File: src/hw/rtl/battery_status_estimator_assert.svh
// ----------------------------------------------------------------------------
// battery status estimator assertion macros
// clocked on clk, disabled while rst is high
// ----------------------------------------------------------------------------
`ifndef BATTERY_STATUS_ESTIMATOR_ASSERT_SVH
`define BATTERY_STATUS_ESTIMATOR_ASSERT_SVH

// same-cycle implication
`define BSE_ASSERT_NOW(lbl, ante, cons) \
  lbl: assert property (@(posedge clk) disable iff (rst) (ante) |-> (cons)) \
    else $error("%m: property failed");

// next-cycle implication
`define BSE_ASSERT_NEXT(lbl, ante, cons) \
  lbl: assert property (@(posedge clk) disable iff (rst) (ante) |=> (cons)) \
    else $error("%m: property failed");

`endif

File: src/hw/rtl/bse_pkg.sv
// ----------------------------------------------------------------------------
// bse_pkg
// types, codes and constants shared by the battery status estimator
// ----------------------------------------------------------------------------
package bse_pkg;

  typedef logic [7:0] volt_t;
  typedef logic [7:0] flags_t;
  typedef logic [1:0] code_t;
  typedef logic [9:0] pct_t;
  typedef logic       reg_idx_t;

  // charger flag decode
  localparam flags_t STATE_MASK    = 8'd6;
  localparam flags_t CHARGED_CODE  = 8'd2;
  localparam flags_t CHARGING_CODE = 8'd6;
  localparam flags_t ADAPTER_BIT   = 8'd16;

  // charge state
  localparam code_t ST_DISCHARGING = 2'd0;
  localparam code_t ST_CHARGING    = 2'd1;
  localparam code_t ST_CHARGED     = 2'd2;

  // charge source
  localparam code_t SRC_NONE    = 2'd0;
  localparam code_t SRC_ADAPTER = 2'd1;
  localparam code_t SRC_DOCK    = 2'd2;

  // battery level
  localparam code_t LVL_DANGEROUS = 2'd0;
  localparam code_t LVL_LOW       = 2'd1;
  localparam code_t LVL_HEALTHY   = 2'd2;
  localparam code_t LVL_MAXIMUM   = 2'd3;

  // register indexes
  localparam reg_idx_t REG_LOW    = 1'b0;
  localparam reg_idx_t REG_DANGER = 1'b1;

  localparam volt_t LOW_RESET    = 8'd140;
  localparam volt_t DANGER_RESET = 8'd132;
  localparam volt_t FULL_RESET   = 8'd165;

  localparam pct_t PCT_MAX  = 10'd1000;
  localparam pct_t PCT_ZERO = 10'd0;

  localparam int QUOT_BITS = 10;
  localparam int CNT_W     = $clog2(QUOT_BITS);

  typedef struct packed {
    logic capture;
    logic load;
    logic check;
    logic step;
    logic result_load;
  } dp_cmd_t;

  typedef struct packed {
    logic skip;
  } dp_status_t;

endpackage

File: src/hw/rtl/bse_report_if.sv
// ----------------------------------------------------------------------------
// bse_report_if
// sensor report channel: voltage and charger flags
// ----------------------------------------------------------------------------
interface bse_report_if;
  logic            valid;
  logic            ready;
  bse_pkg::volt_t  voltage_tenths;
  bse_pkg::flags_t charger_flags;

  modport source (output valid, voltage_tenths, charger_flags, input ready);
  modport sink (input valid, voltage_tenths, charger_flags, output ready);
endinterface

File: src/hw/rtl/bse_result_if.sv
// ----------------------------------------------------------------------------
// bse_result_if
// status result channel: state, source, level and charge estimate
// ----------------------------------------------------------------------------
interface bse_result_if;
  logic           valid;
  logic           ready;
  bse_pkg::code_t charge_state;
  bse_pkg::code_t charge_source;
  bse_pkg::code_t battery_level;
  bse_pkg::pct_t  percent_tenths;

  modport source (output valid, charge_state, charge_source, battery_level,
                  percent_tenths, input ready);
  modport sink (input valid, charge_state, charge_source, battery_level,
                percent_tenths, output ready);
endinterface

File: src/hw/rtl/bse_cfg_if.sv
// ----------------------------------------------------------------------------
// bse_cfg_if
// register write channel: index and data
// ----------------------------------------------------------------------------
interface bse_cfg_if;
  logic              valid;
  logic              ready;
  bse_pkg::reg_idx_t index;
  bse_pkg::volt_t    data;

  modport source (output valid, index, data, input ready);
  modport sink (input valid, index, data, output ready);
endinterface

File: src/hw/rtl/bse_datapath.sv
// ----------------------------------------------------------------------------
// bse_datapath
// flag decode, level compare, span set-up and restoring divider
// ----------------------------------------------------------------------------
module bse_datapath (
  input  logic                clk,
  input  logic                rst,
  input  bse_pkg::dp_cmd_t    cmd,
  output bse_pkg::dp_status_t status,
  input  bse_pkg::volt_t      voltage_tenths,
  input  bse_pkg::flags_t     charger_flags,
  input  bse_pkg::volt_t      low_threshold,
  input  bse_pkg::volt_t      danger_threshold,
  output bse_pkg::code_t      charge_state,
  output bse_pkg::code_t      charge_source,
  output bse_pkg::code_t      battery_level,
  output bse_pkg::pct_t       percent_tenths
);
  import bse_pkg::*;

  volt_t v_r;
  flags_t flags_r;
  volt_t full_voltage;
  code_t state_r;
  code_t source_r;
  code_t level_r;
  logic signed [19:0] num_r;
  logic signed [8:0]  den_r;
  logic [17:0] lim_r;
  logic diff_pos_r;
  logic [17:0] rem_r;
  logic [17:0] dsh_r;
  logic [QUOT_BITS-1:0] quot_r;
  pct_t pct_r;
  logic skip_r;

  flags_t s;
  code_t st;
  code_t src;
  code_t lvl;
  volt_t f_eff;
  logic signed [8:0] den;
  logic signed [8:0] diff;
  logic signed [19:0] num;
  logic [17:0] lim;
  logic degen;
  logic num_nonpos;
  logic num_over;
  pct_t pct_early;

  function automatic flags_t charger_flags_r_mask(input flags_t f);
    return f & STATE_MASK;
  endfunction

  // decode and span set-up
  always_comb begin
    s = charger_flags_r_mask(flags_r);
    if (s == CHARGING_CODE) begin
      st = ST_CHARGING;
    end else if (s == CHARGED_CODE) begin
      st = ST_CHARGED;
    end else begin
      st = ST_DISCHARGING;
    end
    if (st == ST_DISCHARGING) begin
      src = SRC_NONE;
    end else if ((flags_r & ADAPTER_BIT) != 8'd0) begin
      src = SRC_ADAPTER;
    end else begin
      src = SRC_DOCK;
    end
    if (st == ST_CHARGED) begin
      lvl = LVL_MAXIMUM;
    end else if (v_r > low_threshold) begin
      lvl = LVL_HEALTHY;
    end else if (v_r > danger_threshold) begin
      lvl = LVL_LOW;
    end else begin
      lvl = LVL_DANGEROUS;
    end
    f_eff = (st == ST_CHARGED) ? v_r : full_voltage;
    den   = $signed({1'b0, f_eff}) - $signed({1'b0, danger_threshold});
    diff  = $signed({1'b0, v_r}) - $signed({1'b0, danger_threshold});
    num   = 20'(den) * 20'sd50 + 20'(diff) * 20'sd950;
    lim   = 18'(den[7:0]) * 18'd1001;
  end

  // early-out checks
  always_comb begin
    degen      = (den_r <= 9'sd0);
    num_nonpos = num_r[19] || (num_r == 20'sd0);
    num_over   = (num_r[17:0] >= lim_r);
    if (degen) begin
      pct_early = diff_pos_r ? PCT_MAX : PCT_ZERO;
    end else if (num_nonpos) begin
      pct_early = PCT_ZERO;
    end else begin
      pct_early = PCT_MAX;
    end
    status.skip = degen || num_nonpos || num_over;
  end

  always_ff @(posedge clk) begin
    if (rst) begin
      full_voltage <= FULL_RESET;
    end else if (cmd.load && st == ST_CHARGED) begin
      full_voltage <= v_r;
    end
  end

  always_ff @(posedge clk) begin
    if (cmd.capture) begin
      v_r     <= voltage_tenths;
      flags_r <= charger_flags;
    end
    if (cmd.load) begin
      state_r    <= st;
      source_r   <= src;
      level_r    <= lvl;
      num_r      <= num;
      den_r      <= den;
      lim_r      <= lim;
      diff_pos_r <= (diff > 9'sd0);
    end
    if (cmd.check) begin
      skip_r <= status.skip;
      pct_r  <= pct_early;
      rem_r  <= num_r[17:0];
      dsh_r  <= 18'(den_r[7:0]) << (QUOT_BITS - 1);
      quot_r <= '0;
    end
    if (cmd.step) begin
      if (rem_r >= dsh_r) begin
        rem_r  <= rem_r - dsh_r;
        quot_r <= {quot_r[QUOT_BITS-2:0], 1'b1};
      end else begin
        quot_r <= {quot_r[QUOT_BITS-2:0], 1'b0};
      end
      dsh_r <= dsh_r >> 1;
    end
    if (cmd.result_load) begin
      charge_state   <= state_r;
      charge_source  <= source_r;
      battery_level  <= level_r;
      percent_tenths <= skip_r ? pct_r : pct_t'(quot_r);
    end
  end

endmodule

File: src/hw/rtl/bse_controller.sv
// ----------------------------------------------------------------------------
// bse_controller
// sequencer for one report at a time and the result register handshake
// ----------------------------------------------------------------------------
module bse_controller (
  input  logic                clk,
  input  logic                rst,
  input  logic                report_valid,
  output logic                report_ready,
  output logic                result_valid,
  input  logic                result_ready,
  output bse_pkg::dp_cmd_t    cmd,
  input  bse_pkg::dp_status_t status
);
  import bse_pkg::*;

  typedef enum logic [4:0] {
    S_IDLE   = 5'b00001,
    S_LOAD   = 5'b00010,
    S_CHECK  = 5'b00100,
    S_DIV    = 5'b01000,
    S_FINISH = 5'b10000
  } ctrl_state_t;

  ctrl_state_t state;
  ctrl_state_t state_next;
  logic [CNT_W-1:0] cnt;
  logic out_free;

  assign report_ready = (state == S_IDLE);
  assign out_free     = !result_valid || result_ready;

  always_comb begin
    state_next      = state;
    cmd             = '0;
    unique case (state)
      S_IDLE: begin
        cmd.capture = report_valid;
        if (report_valid) state_next = S_LOAD;
      end
      S_LOAD: begin
        cmd.load   = 1'b1;
        state_next = S_CHECK;
      end
      S_CHECK: begin
        cmd.check  = 1'b1;
        state_next = status.skip ? S_FINISH : S_DIV;
      end
      S_DIV: begin
        cmd.step = 1'b1;
        if (cnt == CNT_W'(QUOT_BITS - 1)) state_next = S_FINISH;
      end
      S_FINISH: begin
        cmd.result_load = out_free;
        if (out_free) state_next = S_IDLE;
      end
      default: state_next = S_IDLE;
    endcase
  end

  always_ff @(posedge clk) begin
    if (rst) begin
      state        <= S_IDLE;
      cnt          <= '0;
      result_valid <= 1'b0;
    end else begin
      state <= state_next;
      if (state == S_DIV) begin
        cnt <= cnt + 1'b1;
      end else begin
        cnt <= '0;
      end
      if (cmd.result_load) begin
        result_valid <= 1'b1;
      end else if (result_ready) begin
        result_valid <= 1'b0;
      end
    end
  end

endmodule

File: src/hw/rtl/battery_status_estimator.sv
// each report is captured, loaded and checked, then runs the ten-step divider unless
//   the estimate is settled early (flat span, non-positive or saturated value)
// reports are taken one at a time, the next only once the last result is loaded
// the result register lets the next report in while a result beat waits
// reset: synchronous, thresholds 140 and 132, full-charge voltage 165
// ----------------------------------------------------------------------------
// battery_status_estimator
// charger flag decode, battery level and charge percentage estimate
// ----------------------------------------------------------------------------
`include "battery_status_estimator_assert.svh"

module battery_status_estimator (
  input logic   clk,
  input logic   rst,
  bse_report_if.sink   report,
  bse_result_if.source result,
  bse_cfg_if.sink      cfg
);
  import bse_pkg::*;

  volt_t low_threshold;
  volt_t danger_threshold;
  dp_cmd_t cmd;
  dp_status_t status;

  assign cfg.ready = 1'b1;

  always_ff @(posedge clk) begin
    if (rst) begin
      low_threshold    <= LOW_RESET;
      danger_threshold <= DANGER_RESET;
    end else if (cfg.valid) begin
      unique case (cfg.index)
        REG_LOW:    low_threshold    <= cfg.data;
        REG_DANGER: danger_threshold <= cfg.data;
        default: ;
      endcase
    end
  end

  bse_controller u_ctrl (
    .clk          (clk),
    .rst          (rst),
    .report_valid (report.valid),
    .report_ready (report.ready),
    .result_valid (result.valid),
    .result_ready (result.ready),
    .cmd          (cmd),
    .status       (status)
  );

  bse_datapath u_dp (
    .clk              (clk),
    .rst              (rst),
    .cmd              (cmd),
    .status           (status),
    .voltage_tenths   (report.voltage_tenths),
    .charger_flags    (report.charger_flags),
    .low_threshold    (low_threshold),
    .danger_threshold (danger_threshold),
    .charge_state     (result.charge_state),
    .charge_source    (result.charge_source),
    .battery_level    (result.battery_level),
    .percent_tenths   (result.percent_tenths)
  );

  `BSE_ASSERT_NOW(a_pct_range, result.valid, result.percent_tenths <= PCT_MAX)
  `BSE_ASSERT_NOW(a_charged_max, result.valid && result.charge_state == ST_CHARGED,
                  result.battery_level == LVL_MAXIMUM)
  `BSE_ASSERT_NOW(a_disch_none, result.valid && result.charge_state == ST_DISCHARGING,
                  result.charge_source == SRC_NONE)
  `BSE_ASSERT_NEXT(a_one_at_a_time, report.valid && report.ready, !report.ready)

endmodule
File: src/flat_wrapper.sv
// flat-port wrapper written by rule: the top's interface ports become plain ports
module battery_status_estimator_flat import bse_pkg::*;
  (clk, rst, report_valid, report_voltage_tenths, report_charger_flags, report_ready, result_valid, result_charge_state, result_charge_source, result_battery_level, result_percent_tenths, result_ready, cfg_valid, cfg_index, cfg_data, cfg_ready);
  bse_report_if report_i ();
  bse_result_if result_i ();
  bse_cfg_if cfg_i ();
  input logic clk;
  input logic rst;
  input wire logic [$bits(report_i.valid)-1:0] report_valid;
  input wire logic [$bits(report_i.voltage_tenths)-1:0] report_voltage_tenths;
  input wire logic [$bits(report_i.charger_flags)-1:0] report_charger_flags;
  output wire logic [$bits(report_i.ready)-1:0] report_ready;
  output wire logic [$bits(result_i.valid)-1:0] result_valid;
  output wire logic [$bits(result_i.charge_state)-1:0] result_charge_state;
  output wire logic [$bits(result_i.charge_source)-1:0] result_charge_source;
  output wire logic [$bits(result_i.battery_level)-1:0] result_battery_level;
  output wire logic [$bits(result_i.percent_tenths)-1:0] result_percent_tenths;
  input wire logic [$bits(result_i.ready)-1:0] result_ready;
  input wire logic [$bits(cfg_i.valid)-1:0] cfg_valid;
  input wire logic [$bits(cfg_i.index)-1:0] cfg_index;
  input wire logic [$bits(cfg_i.data)-1:0] cfg_data;
  output wire logic [$bits(cfg_i.ready)-1:0] cfg_ready;
  assign report_i.valid = report_valid;
  assign report_i.voltage_tenths = report_voltage_tenths;
  assign report_i.charger_flags = report_charger_flags;
  assign report_ready = report_i.ready;
  assign result_valid = result_i.valid;
  assign result_charge_state = result_i.charge_state;
  assign result_charge_source = result_i.charge_source;
  assign result_battery_level = result_i.battery_level;
  assign result_percent_tenths = result_i.percent_tenths;
  assign result_i.ready = result_ready;
  assign cfg_i.valid = cfg_valid;
  assign cfg_i.index = cfg_index;
  assign cfg_i.data = cfg_data;
  assign cfg_ready = cfg_i.ready;
  battery_status_estimator u_core (.clk(clk), .rst(rst), .report(report_i), .result(result_i), .cfg(cfg_i));
endmodule
File: config.mk
export PLATFORM = sky130hd
export DESIGN_NAME = battery_status_estimator_flat
export DESIGN_NICKNAME = d
export VERILOG_FILES = /design/src/hw/rtl/bse_pkg.sv /design/src/hw/rtl/bse_report_if.sv /design/src/hw/rtl/bse_result_if.sv /design/src/hw/rtl/bse_cfg_if.sv /design/src/hw/rtl/bse_datapath.sv /design/src/hw/rtl/bse_controller.sv /design/src/hw/rtl/battery_status_estimator.sv /design/src/flat_wrapper.sv
export VERILOG_INCLUDE_DIRS = /design/src /design/src/hw/rtl
export SDC_FILE = /design/constraint.sdc
export NUM_CORES = 1
export LEC_CHECK = 0
export BUFFER_PORTS_ARGS = -buffer_cell sky130_fd_sc_hd__clkbuf_2
export CAP_MARGIN = 25
export CORE_MARGIN = 2
export CORE_UTILIZATION = 40
export DETAILED_ROUTE_END_ITERATION = 10
export SYNTH_ARGS = -nofsm -noshare
export SYNTH_HDL_FRONTEND = slang
export SYNTH_SLANG_ARGS = --single-unit
File: constraint.sdc
create_clock -name clk -period 12.73 [get_ports clk]
set_clock_uncertainty 0.15 [all_clocks]
set_input_delay 1.273 -clock clk [delete_from_list [all_inputs] [get_ports clk]]
set_output_delay 1.273 -clock clk [all_outputs]
set_load 0.01 [all_outputs]
# Word level (Yosys, flattened, before mapping)
# Index checks and enable logic that the tools add are counted.
# op_classes
mux	30
bitwise	2
add_sub_neg	5
eq_ne	12
n_lt_le_gt_ge	6
multipliers	3
reduce_logical	15
# op_table
operator	count
10-bit 2-to-1 mux	6
18-bit 2-to-1 mux	3
5-bit one-hot mux with 5 select lines	1
16-bit by 20-bit adder with 20-bit output	1
20-bit logical NOT	1
5-bit 2-to-1 mux	4
9-bit by 10-bit multiplier with 19-bit output (second input constant)	1
18-bit by 17-bit greater-or-equal comparator with 1-bit output	1
18-bit greater-or-equal comparator	1
8-bit by 10-bit multiplier with 18-bit output (second input constant)	1
18-bit by 17-bit subtractor with 18-bit output	1
8-bit by 8-bit subtractor with 9-bit output	2
17-bit 2-to-1 mux	1
8-bit > comparator	2
16-bit 2-to-1 mux	1
9-bit by 6-bit multiplier with 15-bit output (second input constant)	1
1-bit 2-to-1 mux	10
9-bit by 1-bit > comparator with 1-bit output (second input constant)	1
9-bit by 1-bit <= comparator with 1-bit output (second input constant)	1
8-bit 2-to-1 mux	1
2-bit 2-to-1 mux	3
2-bit inequality test (second input constant)	3
5-bit by 1-bit == test with 1-bit output (second input constant)	1
5-bit by 2-bit == test with 1-bit output (second input constant)	1
16 further kinds	24
# word_totals
in_bits	30
wordCells	99
output_inout_bits	19
regBits	173

# Logic depth before layout (Yosys ltp)
# logic_depth
word_depth	8
ltp_mapped	33
depth_no_buf	33

# By module
# A second synthesis with hierarchy kept.
# unflattened
hier_cells	1234
area_unflattened_um2	12715.9
# modules_own_cells
module	seq_area_each_um2	cells_per_inst	instances	area_each_um2
bse_datapath	3703.6	1107	1	11493.5
battery_status_estimator	320.3	67	1	679.4
bse_controller	200.2	60	1	543.0

# Worst setup path after synthesis
# No wires, ideal clock.
# synth_timing
path_type	register to register
start	register u_core.u_dp.v_r[0]
end	register u_core.u_dp.num_r[19], data pin
t_required_ns	12.320
setup_time_ns	0.260
arrival_ns	6.673
synth_period_minus_slack_ns	7.082
slack_ns	5.648
path_stages_with_launch	32
path_buffers	0
path_cell_list	edfxtp_1 -> inv_1 -> ha_1 -> inv_1 -> fa_1 -> nand2_1 -> nand2_1 -> a21oi_1 -> o21bai_1 -> a21oi_1 -> xnor2_1 -> inv_1 -> fa_1 -> inv_1 -> fa_1 -> fa_1 -> fa_1 -> ha_1 -> ha_1 -> a21o_1 -> a21oi_1 -> o21ai_0 -> a21oi_1 -> xnor2_1 -> ha_1 -> a21o_1 -> a21o_1 -> a21o_1 -> a21oi_1 -> o21ai_0 -> xor2_1 -> xnor2_1
# synth_between
elab_chain_cells	4
word_cells_on_any_way	6
cone_classes	3 x add/sub; 2 x mul; 1 x mux
# synth_lines
item	line	rtl
start: declaration	bse_datapath.sv:21	volt_t v_r;
start signal: assignment	bse_datapath.sv:113	v_r <= voltage_tenths;
8-bit 2-to-1 mux	bse_datapath.sv:81	f_eff = (st == ST_CHARGED) ? v_r : full_voltage;
8-bit by 8-bit subtractor with 9-bit output	bse_datapath.sv:82	den = $signed({1'b0, f_eff}) - $signed({1'b0, danger_threshold});
9-bit by 6-bit multiplier with 15-bit output	bse_datapath.sv:84	num = 20'(den) * 20'sd50 + 20'(diff) * 20'sd950;
16-bit by 20-bit adder with 20-bit output (*)	bse_datapath.sv:84	
named net u_core.u_dp.num[19]	bse_datapath.sv:44	logic signed [19:0] num;
end signal: assignment	bse_datapath.sv:120	num_r <= num;
end: declaration	bse_datapath.sv:27	logic signed [19:0] num_r;
# The timed path passes the listed nets; every way through them passes the cells marked *.
# A chain may end at the register's enable or synchronous reset.

# Final worst setup path
# layout_timing
start	register u_core.u_dp.v_r[1]
end	register u_core.u_dp.num_r[19], data pin
# Same word-level chain as after synthesis.

==> impl_metrics.yaml <==
status:
  status: "complete, no violations"
synthesis:
  synth_cells: 1264
  synth_area_mm2: 0.0127
  synth-seq-cells: 158
  synth_ff_type: "edfxtp_1"
  ys_types: 76
  avgSynthCellArea_um2: 10.0
  synthesis.nets: 1553
  ys.warnings.count: 0
  synth_async_sr_flop_share_pct: 0
  synth_edf_count: 106
  ys_seq_area_share_pct: 33.3
placed_design:
  finalWeightedCongestion: 0.843
  io_buffer_count: 42
  place_area_mm2: 0.0134
  pre_cts_ws_ns: 4.88
  hpwlAfterDp_mm: 20.7
worst_setup_path:
  critPathKind: "reg -> reg"
  cpPeakStageDelay_ns: 0.51
  crit_top_cell: "ha_1"
  cp.required_ns: 12.74
  critPathLaunch: "u_core.u_dp.v_r[1]"
  slowest_stage: "edfxtp_1"
  cp_num_buf_inv: 3
  cp-endpoint: "u_core.u_dp.num_r[19]"
  reg2reg_setup_slack_ns: 4.81
  cp-end-kind: "flip-flop"
  r2r-end: "u_core.u_dp.num_r[19]"
  critical_path.top_delay_family: "adder cells"
  crit_arrival_ns: 7.93
  start_kind: "flip-flop"
  r2r-start: "u_core.u_dp.v_r[1]"
  critPathMaxFanout: 5
  cp.depth: 30
  reg2regPathDepth: 30
sta:
  fin_crit_sh_pct: 62.2
  finalCriticalPeriod_ns: 7.92
  rsz0062_at_grt: "false"
  max_freq_ghz: 0.126
  tns_ns: 0
  setup_viol: 0
  timing.final.ws_setup_ns: 4.81
  worstMarginPinSlew_ns: 0.781
  slew_violations: 0
  slew_headroom_pct: 47.9
  hold_violations: 0
global_routing:
  grt_pass1_vias: 8834
  antenna_found_initial: 0
  grt_max_degree: 61
  grt.total_usage_pct: 16.2
  overflow: 0
  grt_pass1_wl_mm: 43.4
route:
  vias: 8958
  wirelength_mm: 26.1
  drtAntennaViolNets: 0
  wl_per_cell_um: 15.1
  viasPerCell: 5.18
  drc: 0
  drtPass1Iterations: 7
  drt_iter0_drc: 441
clock_network:
  cts-htree-levels: 4
  cts_hold_buf: 0
  cts_tree: "yes"
  clock_sinks: 158
  clk_pin_slew_worst_paths_ns: 0.07
  cts-buffers-inserted: 17
  postCtsSetupBuffers: 0
  cts_root_buf: "clkbuf_16"
  clockBufferDepth: 2
  clock_latency_ns: 0.43
  cts_resized: 0
hold_path:
  hp-class: "reg -> reg"
  min_path_cells: 0
floorplan:
  rows: 65
  dieArea_mm2: 0.0332
  chipWidth_um: 182
  start_util_pct: 40.5
  die_h_um: 182
  ios: 49
  core_mm2: 0.0314
run:
  cap_viol_max_count: 0
final_layout:
  post-route-util_pct: 44.6
  syn2layout_area_growth_pct: 10.4
  diodes: 0
  drive_above_1_share_pct: 9.19
  most-common-layout-cells: "ha_1, inv_1, edfxtp_1"
  fin_nets: 1604
  final_common_cell: "ha_1"
  design_area_mm2: 0.0140
## worst reg2reg max path: cells and delay by family, from the launching register on
family / cells / cell delay [ns]
DFF: 1 / 0.51
adders and majority gates: 8 / 2.86
xor gates and xnor gates: 4 / 0.88
AOI/OAI and AO/OA: 13 / 2.75
buffers and inverters: 3 / 0.31
and+or+nand+nor: 2 / 0.21
## registers in the layout (all words and copies together) (netlist names), 9 cells and up
| register | flops |
|---|---|
| u_core.u_dp.num_r | 19 |
| u_core.u_dp.quot_r | 10 |
| u_core.u_dp.percent_tenths | 10 |
| u_core.u_dp.rem_r | 18 |
| u_core.u_dp.den_r | 9 |
| u_core.u_dp.lim_r | 15 |
| u_core.u_dp.dsh_r | 17 |
## cell type report
| cell class | instances | area [µm²] |
|---|---|---|
| inverters | 181 | 679 |
| clock buffers | 17 | 425 |
| multi-input cells | 902 | 7690 |
| clock inverters | 15 | 181 |
| well taps | 402 | 503 |
| flip-flops and latches | 158 | 4220 |
| fillers | 2996 | 17400 |
| repair buffers | 55 | 308 |
## routing by layer
metal | part of all wire (%) | up-vias | global-route usage (%)
met2 | 47 | 136 | 27.6
met3 | 2.9 | 26 | 1.96
met4 | 1.3 | 0 | 3.74
met1 | 49 | 4303 | 22.2
li1 | - | 4493 | -
met5 | 0 | - | 0
## Yosys cell counts, types with 6 or more instances
| cell type | n | area [µm²] |
|---|---|---|
| a211o_1 | 7 | 61.3 |
| a211oi_1 | 7 | 52.6 |
| a21o_1 | 21 | 158 |
| a21oi_1 | 79 | 395 |
| a31oi_1 | 7 | 43.8 |
| and2_1 | 12 | 75.1 |
| clkbuf_1 | 12 | 45.0 |
| dfxtp_1 | 52 | 1040 |
| edfxtp_1 | 106 | 3180 |
| fa_1 | 62 | 1240 |
| ha_1 | 197 | 2460 |
| inv_1 | 181 | 679 |
| mux2_2 | 16 | 180 |
| mux2i_1 | 11 | 110 |
| nand2_1 | 71 | 267 |
| nand2b_1 | 11 | 68.8 |
| nand3_1 | 20 | 100 |
| nand3b_1 | 8 | 60.1 |
| nand4_1 | 9 | 56.3 |
| nor2_1 | 84 | 315 |
| nor2b_1 | 23 | 144 |
| nor3_1 | 18 | 90.1 |
| nor4_1 | 6 | 37.5 |
| o211ai_1 | 6 | 45.0 |
| o21a_1 | 17 | 128 |
| o21ai_0 | 59 | 295 |
| o21bai_1 | 9 | 67.6 |
| o31ai_1 | 8 | 60.1 |
| or3_1 | 6 | 37.5 |
| xnor2_1 | 55 | 482 |
| xor2_1 | 16 | 140 |
## worst min-delay path by stage
stage | from | to | slack [ns]
final | u_core.u_dp.state_r[1] | u_core.u_dp.charge_state[1] | 0.27
after global routing | u_core.u_dp.state_r[1] | u_core.u_dp.charge_state[1] | 0.27
after CTS | u_core.u_dp.state_r[1] | u_core.u_dp.charge_state[1] | 0.27
after detailed placement | u_core.u_dp.level_r[1] | u_core.u_dp.battery_level[1] | 0.26
after global placement | u_core.u_dp.level_r[1] | u_core.u_dp.battery_level[1] | 0.25
after floorplan | u_core.u_dp.level_r[0] | u_core.u_dp.battery_level[0] | 0.25
## stage by stage
stage | hold slack [ns] | std cells
finish | 0.265 | 1730
global route | 0.274 | 1730
CTS | 0.268 | 1730
detailed placement | 0.256 | 1698
global placement | 0.251 | 1698
floorplan | 0.250 | 1264
## cell families (layout without fill, tap and decap cells)
family | after synthesis | in the layout | synth area share [%]
compound gates | 256 | 256 | 13.0
xor+xnor | 71 | 71 | 4.90
fa+ha+maj | 259 | 259 | 29.2
buf+inv | 204 | 268 | 6.19
flops | 158 | 158 | 33.3
mux | 27 | 27 | 2.29
other cells | 1 | 1 | 0.0295
simple gates | 288 | 288 | 11.1
Power is left out: the tool's default activity adds up to more than one toggle a clock period on the data nets, which glitch-free logic cannot reach.
